--- src/sv/dgcs_pkg.sv ---
// ----------------------------------------------------------------------------
// dgcs_pkg
// Types, panel geometry and command bytes for the panel command sequencer.
// ----------------------------------------------------------------------------
package dgcs_pkg;

    // panel geometry; each count is a power of two, so a position modulo a
    // count is its low bits
    localparam int unsigned PANEL_COLUMNS = 128;
    localparam int unsigned BYTE_ROWS     = 8;
    localparam int unsigned HALF_COLUMNS  = PANEL_COLUMNS / 2;
    localparam int unsigned SCAN_LINES    = 8 * BYTE_ROWS;

    localparam int unsigned COL_W  = (PANEL_COLUMNS > 2) ? $clog2(PANEL_COLUMNS) : 1;
    localparam int unsigned ROW_W  = (BYTE_ROWS > 2) ? $clog2(BYTE_ROWS) : 1;
    localparam int unsigned LINE_W = $clog2(SCAN_LINES);

    localparam logic [7:0] CMD_OFF = 8'h3e;
    localparam logic [7:0] CMD_ON  = 8'h3f;
    localparam logic [7:0] CMD_COL = 8'h40;
    localparam logic [7:0] CMD_ROW = 8'hb8;
    localparam logic [7:0] CMD_TOP = 8'hc0;

    typedef enum logic [2:0] {
        ACT_SET_POS   = 3'd0,
        ACT_SCROLL    = 3'd1,
        ACT_WRITE     = 3'd2,
        ACT_DISPLAY   = 3'd3,
        ACT_BACKLIGHT = 3'd4
    } action_t;

    typedef enum logic [1:0] {
        KIND_POLL  = 2'd0,
        KIND_WRITE = 2'd1,
        KIND_NONE  = 2'd2
    } kind_t;

    typedef logic [2:0] step_t;

    // steps of the set position, scroll and display runs
    localparam step_t ST_POLL_L   = 3'd0;
    localparam step_t ST_POLL_R   = 3'd1;
    localparam step_t ST_CMD_BOTH = 3'd2;
    localparam step_t ST_POLL_COL = 3'd3;
    localparam step_t ST_CMD_COL  = 3'd4;

    // steps of the data write run
    localparam step_t ST_WR_POLL     = 3'd0;
    localparam step_t ST_WR_DATA     = 3'd1;
    localparam step_t ST_WR_POLL_COL = 3'd2;
    localparam step_t ST_WR_CMD_COL  = 3'd3;

    typedef struct packed {
        action_t             action;
        logic [ROW_W-1:0]    row;
        logic [COL_W-1:0]    column;
        logic [LINE_W-1:0]   line;
        logic [7:0]          data;
        logic                on;
    } cmd_t;

    typedef struct packed {
        kind_t       kind;
        logic        sel_left;
        logic        sel_right;
        logic        dni;
        logic [7:0]  bus_byte;
        logic        backlight;
        logic        last;
    } beat_t;

    typedef struct packed {
        logic               col_we;
        logic [COL_W-1:0]   col_value;
        logic               bl_we;
        logic               bl_value;
    } state_upd_t;

endpackage

--- src/sv/dual_glcd_command_sequencer.sv ---
// ----------------------------------------------------------------------------
// dual_glcd_command_sequencer
// Turns host commands for a two-controller 128x64 graphic panel into runs
// of controller bus beats (busy polls, command writes, data writes).
// ----------------------------------------------------------------------------
// Each accepted command is held in a command register and expands into a
// run of one to five result beats, one beat per clock into the output
// register while the output is not stalled: set position gives five
// beats, scroll and display on/off give three, a data write gives two
// (four when the column crosses into the other half or wraps to zero,
// which re-addresses the new half), and a backlight change gives a single
// beat with no bus cycle. The output register issuing one beat per cycle
// sets the rate, and the next command is taken in the same cycle that the
// last beat of the current one enters the output register, so the output
// register stays loaded across a continuous stream of commands. Action
// codes five to seven are accepted and dropped without any beat or state
// change. The block tracks the write column and the backlight level; both reset to zero.
// ----------------------------------------------------------------------------
module dual_glcd_command_sequencer
    import dgcs_pkg::*;
(
    input  logic         aclk,
    input  logic         aresetn,

    input  logic         s_tvalid,
    output logic         s_tready,
    input  logic [39:0]  s_tdata,   // row[7:0], column_in[15:8], top_line[23:16],
                                    // data_byte[31:24], on_flag[32], zero[39:33]
    input  logic [2:0]   s_tuser,   // action[2:0]

    output logic         m_tvalid,
    input  logic         m_tready,
    output logic [15:0]  m_tdata,   // select_left[0], select_right[1], bus_byte[9:2],
                                    // backlight[10], zero[15:11]
    output logic [2:0]   m_tuser,   // cycle_kind[1:0], data_not_instruction[2]
    output logic         m_tlast
);

    // command holding stage
    logic              busy_reg,  busy_next;
    cmd_t              cmd_reg,   cmd_next;
    step_t             step_reg,  step_next;

    // architectural state
    logic [COL_W-1:0]  column_reg,    column_next;
    logic              backlight_reg, backlight_next;

    // output stage
    logic              m_valid_reg, m_valid_next;
    beat_t             out_reg,     out_next;

    beat_t             beat;
    state_upd_t        upd;
    logic              load_beat;
    logic              accept;
    logic              action_known;

    dgcs_step u_step (
        .cmd          (cmd_reg),
        .step         (step_reg),
        .column       (column_reg),
        .backlight_in (backlight_reg),
        .beat         (beat),
        .upd          (upd)
    );

    // Advance the run whenever the output slot is free or being drained.
    assign load_beat    = busy_reg && (!m_valid_reg || m_tready);
    // Take a new command when idle or as the last beat of this run leaves.
    assign s_tready     = !busy_reg || (load_beat && beat.last);
    assign accept       = s_tvalid && s_tready;
    assign action_known = (s_tuser <= 3'(ACT_BACKLIGHT));

    // Capture the command; keep the low bits of each position, which is the
    // position modulo its power-of-two range.
    always_comb begin
        cmd_next.action = action_t'(s_tuser);
        cmd_next.row    = s_tdata[0 +: ROW_W];
        cmd_next.column = s_tdata[8 +: COL_W];
        cmd_next.line   = s_tdata[16 +: LINE_W];
        cmd_next.data   = s_tdata[31:24];
        cmd_next.on     = s_tdata[32];
    end

    always_comb begin
        busy_next = busy_reg;
        step_next = step_reg;
        priority if (accept) begin
            // drop unknown actions: no run starts
            busy_next = action_known;
            step_next = '0;
        end else if (load_beat) begin
            busy_next = !beat.last;
            step_next = step_reg + 1'b1;
        end
    end

    always_comb begin
        column_next    = column_reg;
        backlight_next = backlight_reg;
        if (load_beat && upd.col_we) begin
            column_next = upd.col_value;
        end
        if (load_beat && upd.bl_we) begin
            backlight_next = upd.bl_value;
        end
    end

    always_comb begin
        m_valid_next = m_valid_reg;
        out_next     = out_reg;
        priority if (load_beat) begin
            m_valid_next = 1'b1;
            out_next     = beat;
        end else if (m_tready) begin
            m_valid_next = 1'b0;
        end
    end

    always_ff @(posedge aclk) begin
        if (!aresetn) begin
            busy_reg      <= 1'b0;
            step_reg      <= '0;
            column_reg    <= '0;
            backlight_reg <= 1'b0;
            m_valid_reg   <= 1'b0;
        end else begin
            busy_reg      <= busy_next;
            step_reg      <= step_next;
            column_reg    <= column_next;
            backlight_reg <= backlight_next;
            m_valid_reg   <= m_valid_next;
        end
    end

    // payload registers: no reset
    always_ff @(posedge aclk) begin
        if (accept) begin
            cmd_reg <= cmd_next;
        end
        out_reg <= out_next;
    end

    assign m_tvalid = m_valid_reg;
    assign m_tdata  = {5'b0, out_reg.backlight, out_reg.bus_byte,
                       out_reg.sel_right, out_reg.sel_left};
    assign m_tuser  = {out_reg.dni, out_reg.kind};
    assign m_tlast  = out_reg.last;

endmodule

--- src/sv/dgcs_step.sv ---
// ----------------------------------------------------------------------------
// dgcs_step
// Beat generator: builds one controller bus beat from the held command,
// its step index and the current column and backlight level.
// ----------------------------------------------------------------------------
module dgcs_step
    import dgcs_pkg::*;
(
    input  cmd_t              cmd,
    input  step_t             step,
    input  logic [COL_W-1:0]  column,
    input  logic              backlight_in,
    output beat_t             beat,
    output state_upd_t        upd
);

    logic [COL_W-1:0] cmd_col_half;
    logic             cmd_col_left;
    logic [COL_W-1:0] cur_col_half;
    logic             cur_col_left;
    logic [COL_W-1:0] next_col;
    logic             next_wraps;
    logic [7:0]       both_byte;

    always_comb begin
        cmd_col_left = cmd.column < COL_W'(HALF_COLUMNS);
        cmd_col_half = cmd_col_left ? cmd.column : cmd.column - COL_W'(HALF_COLUMNS);
        cur_col_left = column < COL_W'(HALF_COLUMNS);
        cur_col_half = cur_col_left ? column : column - COL_W'(HALF_COLUMNS);
        next_col     = (column == COL_W'(PANEL_COLUMNS - 1)) ? '0 : column + 1'b1;
        next_wraps   = (next_col == '0) || (next_col == COL_W'(HALF_COLUMNS));
    end

    always_comb begin
        unique case (cmd.action)
            ACT_SET_POS: both_byte = CMD_ROW | 8'(cmd.row);
            ACT_SCROLL:  both_byte = CMD_TOP | 8'(cmd.line);
            default:     both_byte = cmd.on ? CMD_ON : CMD_OFF;
        endcase
    end

    always_comb begin
        beat.kind      = KIND_POLL;
        beat.sel_left  = 1'b0;
        beat.sel_right = 1'b0;
        beat.dni       = 1'b0;
        beat.bus_byte  = '0;
        beat.backlight = backlight_in;
        beat.last      = 1'b0;
        upd.col_we     = 1'b0;
        upd.col_value  = cmd.column;
        upd.bl_we      = 1'b0;
        upd.bl_value   = cmd.on;

        unique case (cmd.action)
            ACT_WRITE: begin
                unique case (step)
                    ST_WR_POLL: begin
                        beat.sel_left  = cur_col_left;
                        beat.sel_right = !cur_col_left;
                    end
                    ST_WR_DATA: begin
                        beat.kind      = KIND_WRITE;
                        beat.sel_left  = cur_col_left;
                        beat.sel_right = !cur_col_left;
                        beat.dni       = 1'b1;
                        beat.bus_byte  = cmd.data;
                        beat.last      = !next_wraps;
                        upd.col_we     = 1'b1;
                        upd.col_value  = next_col;
                    end
                    // column already advanced: re-address the new half
                    ST_WR_POLL_COL: begin
                        beat.sel_left  = cur_col_left;
                        beat.sel_right = !cur_col_left;
                    end
                    default: begin
                        beat.kind      = KIND_WRITE;
                        beat.sel_left  = cur_col_left;
                        beat.sel_right = !cur_col_left;
                        beat.bus_byte  = CMD_COL | 8'(cur_col_half);
                        beat.last      = 1'b1;
                    end
                endcase
            end
            ACT_BACKLIGHT: begin
                beat.kind      = KIND_NONE;
                beat.backlight = cmd.on;
                beat.last      = 1'b1;
                upd.bl_we      = 1'b1;
            end
            default: begin
                unique case (step)
                    ST_POLL_L: begin
                        beat.sel_left = 1'b1;
                    end
                    ST_POLL_R: begin
                        beat.sel_right = 1'b1;
                    end
                    ST_CMD_BOTH: begin
                        beat.kind      = KIND_WRITE;
                        beat.sel_left  = 1'b1;
                        beat.sel_right = 1'b1;
                        beat.bus_byte  = both_byte;
                        beat.last      = (cmd.action != ACT_SET_POS);
                    end
                    ST_POLL_COL: begin
                        beat.sel_left  = cmd_col_left;
                        beat.sel_right = !cmd_col_left;
                    end
                    default: begin
                        beat.kind      = KIND_WRITE;
                        beat.sel_left  = cmd_col_left;
                        beat.sel_right = !cmd_col_left;
                        beat.bus_byte  = CMD_COL | 8'(cmd_col_half);
                        beat.last      = 1'b1;
                        upd.col_we     = 1'b1;
                    end
                endcase
            end
        endcase
    end

endmodule

--- config.mk ---
export PLATFORM = sky130hd
export DESIGN_NAME = dual_glcd_command_sequencer
export DESIGN_NICKNAME = d
export VERILOG_FILES = /design/src/sv/dgcs_pkg.sv /design/src/sv/dual_glcd_command_sequencer.sv /design/src/sv/dgcs_step.sv
export SDC_FILE = /design/constraint.sdc
export NUM_CORES = 1
export LEC_CHECK = 0
export BUFFER_PORTS_ARGS = -buffer_cell sky130_fd_sc_hd__buf_2
export CELL_PAD_IN_SITES_DETAIL_PLACEMENT = 0
export CELL_PAD_IN_SITES_GLOBAL_PLACEMENT = 1
export CORE_ASPECT_RATIO = 0.9
export CORE_MARGIN = 8
export CORE_UTILIZATION = 40
export CTS_CLUSTER_DIAMETER = 60
export DETAILED_ROUTE_END_ITERATION = 8
export PLACE_DENSITY_LB_ADDON = 0.1
export SYNTH_ARGS = -nofsm -noshare
export SYNTH_HDL_FRONTEND = slang
export SYNTH_HIERARCHICAL = 1
export SYNTH_SLANG_ARGS = --single-unit
--- constraint.sdc ---
create_clock -name aclk -period 3.74 [get_ports aclk]
set_clock_uncertainty 0.05 [all_clocks]
set_input_delay 0 -clock aclk [delete_from_list [all_inputs] [get_ports aclk]]
set_output_delay 0 -clock aclk [all_outputs]
set_load 0.05 [all_outputs]
## Yosys cells after proc, flatten, opt, wreduce, memory -nomap -nowiden

Index checks and enable logic that the tools add are counted.

- Input port bits: 47
- Flip-flop bits (word level): 56
- Output and inout bits: 22
- Logic and storage cells: 87

- Reductions and logical operators: 25
- Equal/unequal tests: 8
- Magnitude comparators: 3
- Add/subtract/negate cells: 4
- Mux-type cells: 28
- Bitwise operators: 1

Operators with widths:

| cell | count |
|---|---|
| 8-bit one-hot mux with 2 select lines | 4 |
| 7-bit == test (second input constant) | 2 |
| 7-bit < comparator (second input constant) | 2 |
| 7-bit 2-to-1 mux | 2 |
| 6-bit 2-to-1 mux | 2 |
| 1-bit one-hot mux with 2 select lines | 6 |
| 6-bit by 1-bit subtractor with 6-bit output (second input constant) | 2 |
| 1-bit 2-to-1 mux | 11 |
| 3-bit by 2-bit == test with 1-bit output (second input constant) | 3 |
| 8-bit 2-to-1 mux | 1 |
| 2-bit one-hot mux with 2 select lines | 2 |
| 7-bit by 1-bit adder with 7-bit output (second input constant) | 1 |
| 7-bit logical NOT | 1 |
| 3-bit by 1-bit == test with 1-bit output (second input constant) | 2 |
| 1-bit logical NOT | 6 |
| 3-bit logical NOT | 2 |
| 2-bit OR reduction | 3 |
| 1-bit logical AND | 5 |
| 2-bit nonzero test | 2 |
| 4-bit OR reduction | 1 |
| 3-bit by 1-bit adder with 3-bit output (second input constant) | 1 |
| 3-bit == test (second input constant) | 1 |
| 3-bit <= comparator (second input constant) | 1 |
| 1-bit logical OR | 3 |
| other kinds (3) | 3 |

## Depth between registers and ports, before layout

- Depth in word-level cells: 11
- Mapped depth: 8

## Hierarchy

Netlist, hierarchy kept.

Modules (own cells, without submodules):

| module | cells each | sequential area each (sq um) | instances | area each (sq um) |
|---|---|---|---|---|
| dual_glcd_command_sequencer | 114 | 1551.5 | 1 | 1918.1 |
| dgcs_step | 127 | 0.0 | 1 | 818.3 |

## Worst setup path after synthesis

OpenSTA, ideal clock, no wires.

- Path kind: register to register
- Start point: reg column_reg[0]
- End point: reg cmd_reg[0] (netlist name) (enable)
- Library setup time: 0.387 ns
- Arrival: 2.427 ns
- Stages on the path, launching flop included: 8
- Buffers on the path: 0
- Path slack: 0.876 ns
- Data required time: 3.303 ns
- Path through: dfxtp_1 > ha_1 > and3_1 > and4_1 > a211oi_1 > o32a_1 > a21o_2 > and2_1

RTL lines:

| what | line | source |
|---|---|---|
| start: declaration | dual_glcd_command_sequencer.sv:45 | `logic [COL_W-1:0] column_reg, column_next;` |
| start signal: assignment | dual_glcd_command_sequencer.sv:130 | `column_reg <= column_next;` |
| end signal: assignment | dual_glcd_command_sequencer.sv:139 | `cmd_reg <= cmd_next;` |
| end: declaration | dual_glcd_command_sequencer.sv:41 | `cmd_t cmd_reg, cmd_next;` |

==> impl_metrics.toml <==
[run_status]
status = "finished, final reports clean"

[logic_synthesis]
yosys-top-cells-count = "edfxtp_1, nand2_1, nor2_1"
yosysMostFrequentCell = "edfxtp_1"
yosysTopAreaCell = "edfxtp_1"
yosysUniqueCellTypes = 51
synth_warnings = 6
synth-edff-count = 43
ys_ff_latch = 56
synth_area_leaders = "edfxtp_1, dfxtp_1, a22o_1"
synth_top_area_share_pct = 47.2
syn_area_per_cell_um2 = 11.4
synth_area_mm2 = 0.00274
synth_cells = 241
synth-async-reset-ratio_pct = 0
synth_flop_cell = "edfxtp_1"
yosysSeqAreaShare_pct = 56.7

[critical_path]
start_kind = "flip-flop"
arrival_ps = 2630
critical_path_class = "reg2reg"
required_ps = 3660
cp-end-kind = "flip-flop"
path_max_fanout = 28

[global_routing]
grt_max_degree = 29
grt_pass1_vias = 2004
gr-total-overflow = 0
grt_usage_pct = 13.8
grt_pass1_wl_um = 10300
antenna_found_initial = 0

[placement]
hpwl_um = 4420
post-place-ws_ps = 1050
gp_congestion = 0.773
port-buffer-count = 48

[die]
start_util_pct = 41.5
die_width_um = 103
core_mm2 = 0.00659
die-area_mm2 = 0.00975
num_rows = 28
fp.dieH_um = 94.5
io_pins = 69

[clock_tree]
cts_setup_buffers = 0
h-tree-depth = 2
path_clk_slew_ps = 100
cts_sinks = 56
cts_buffers = 5
clockBufferDepth = 2
cts_tree = "done"
insertion_delay_ps = 300
root_buffer = "clkbuf_8"

[routing]
totalWireLength_um = 6440
drt-initial-drc-count = 159
viasPerCell = 5.01
ant_nets = 0
wl_per_cell_um = 16.1
via_count = 2010
first_pass_iters = 4
drc = 0

[timing]
slew_headroom_pct = 55.0
fmax_mhz = 370
fin_crit_ps = 2710
rsz0062_at_grt = "false"
post-route-period-util_pct = 72.3
tns_ps = 0
hold_viol_final = 0
final.setup.worst_slack_ps = 1030
tightest_slew_ps = 674
drv_slew = 0
finalSetupViolCount = 0

[min_path]
min_path_type = "in2reg"

[power_and_ir_drop]
p_int_mw = 0.903
p_leak_nw = 1.34
clockPowerShare_pct = 26.5
comb_power_share_pct = 13.8
power.density_mw_per_mm2 = 364
swShare_pct = 26.2
p_total_mw = 1.22
p_switching_mw = 0.320
vdd_ir_drop_max_mv = 0.173
seq_power_share_pct = 59.7

[final_layout]
area_growth_pct = 23.0
drive_gt1_share_pct = 22.2
layout.nets = 359
largest_reg_flops = 28
finish.utilization_pct = 51.1
antenna_cells = 0

[job]
maxCapViolations = 0
repair_timing:
| item | 4_1_cts | 5_1_grt |
|---|---|---|
| hold endpoints to repair | 29 | 0 |
| gates resized for setup | 0 | 0 |
| hold buffers | 29 | 0 |
cell families after synthesis:
logic type      Yosys count  synth area share [%]
compound gates           62                  16.6
other cells               1                 0.137
xor+xnor                  8                  2.56
fa+ha+maj                 2                 0.914
buf+inv                  30                  6.04
flops                    56                  56.7
simple gates             71                  12.9
mux                      11                  4.07
critical path, cell delays in order, from the launching register on:
cell,delay [ps]
dfxtp_1,390
ha_1,260
and3_1,240
and4_1,280
a211oi_1,270
o32a_1,260
a21o_2,170
and2_1,120
buf_4,320
final timing paths:
check / startpoint / endpoint / slack (ps) / cells after the start
worst max-delay path: column_reg[0]$_SDFFE_PN0P_ / cmd_reg[17]$_DFFE_PP_ / 1030 / 8
worst min-delay path: m_tready / m_tvalid$_SDFFE_PN0P_ / 30 / 3
worst max register to register: column_reg[0]$_SDFFE_PN0P_ / cmd_reg[17]$_DFFE_PP_ / 1030 / 8
worst min register to register: column_reg[6]$_SDFFE_PN0P_ / column_reg[6]$_SDFFE_PN0P_ / 490 / 2
power by group through the flow:
stage                     Clock (mW)  Sequential (mW)  Combinational [mW]
after floorplan                    0            0.765              0.0846
after global placement             0            0.744               0.146
after detailed placement           0            0.745               0.147
after CTS                      0.335            0.731               0.170
after global routing           0.361            0.735               0.183
final                          0.324            0.731               0.169
per-layer routing:
layer / up-vias / share of wire (%) / GRT usage [%]
met1: 935 / 49 / 18.9
met4: 0 / 0.64 / 4.21
li1: 1013 / - / -
met3: 2 / 6.6 / 3.24
met5: - / 0 / 0
met2: 60 / 44 / 21.3
cell type report:
| cell class | instances | area (um^2) |
|---|---|---|
| clock buffers | 6 | 72.6 |
| clock inverters | 2 | 11.3 |
| fillers | 611 | 3220 |
| inverters | 8 | 30.0 |
| multi-input cells | 159 | 1030 |
| flip-flops and latches | 56 | 1550 |
| well taps | 90 | 113 |
| repair buffers | 80 | 553 |
stage by stage:
| step | hold slack, ps | std cells | area, um^2 |
|---|---|---|---|
| 3_3_place_gp | 127 | 364 | 2990 |
| 2_1_floorplan | 48.9 | 245 | 2750 |
| 6_report | 32.5 | 401 | 3370 |
| 5_1_grt | 32.0 | 401 | 3370 |
| 3_5_place_dp | 128 | 364 | 2990 |
| 4_1_cts | 22.4 | 401 | 3370 |
layout by cell type, fill, tap and decap left out, types with 7 or more instances in the layout:
cell type / count
buf_2: 48
mux2i_1: 10
a21oi_1: 13
edfxtp_1: 43
nand2_1: 29
nor2_1: 15
dlygate4sd3_1: 29
dfxtp_1: 13
a22o_1: 13
o21ai_0: 7
Power figures use the tool's default switching activity.
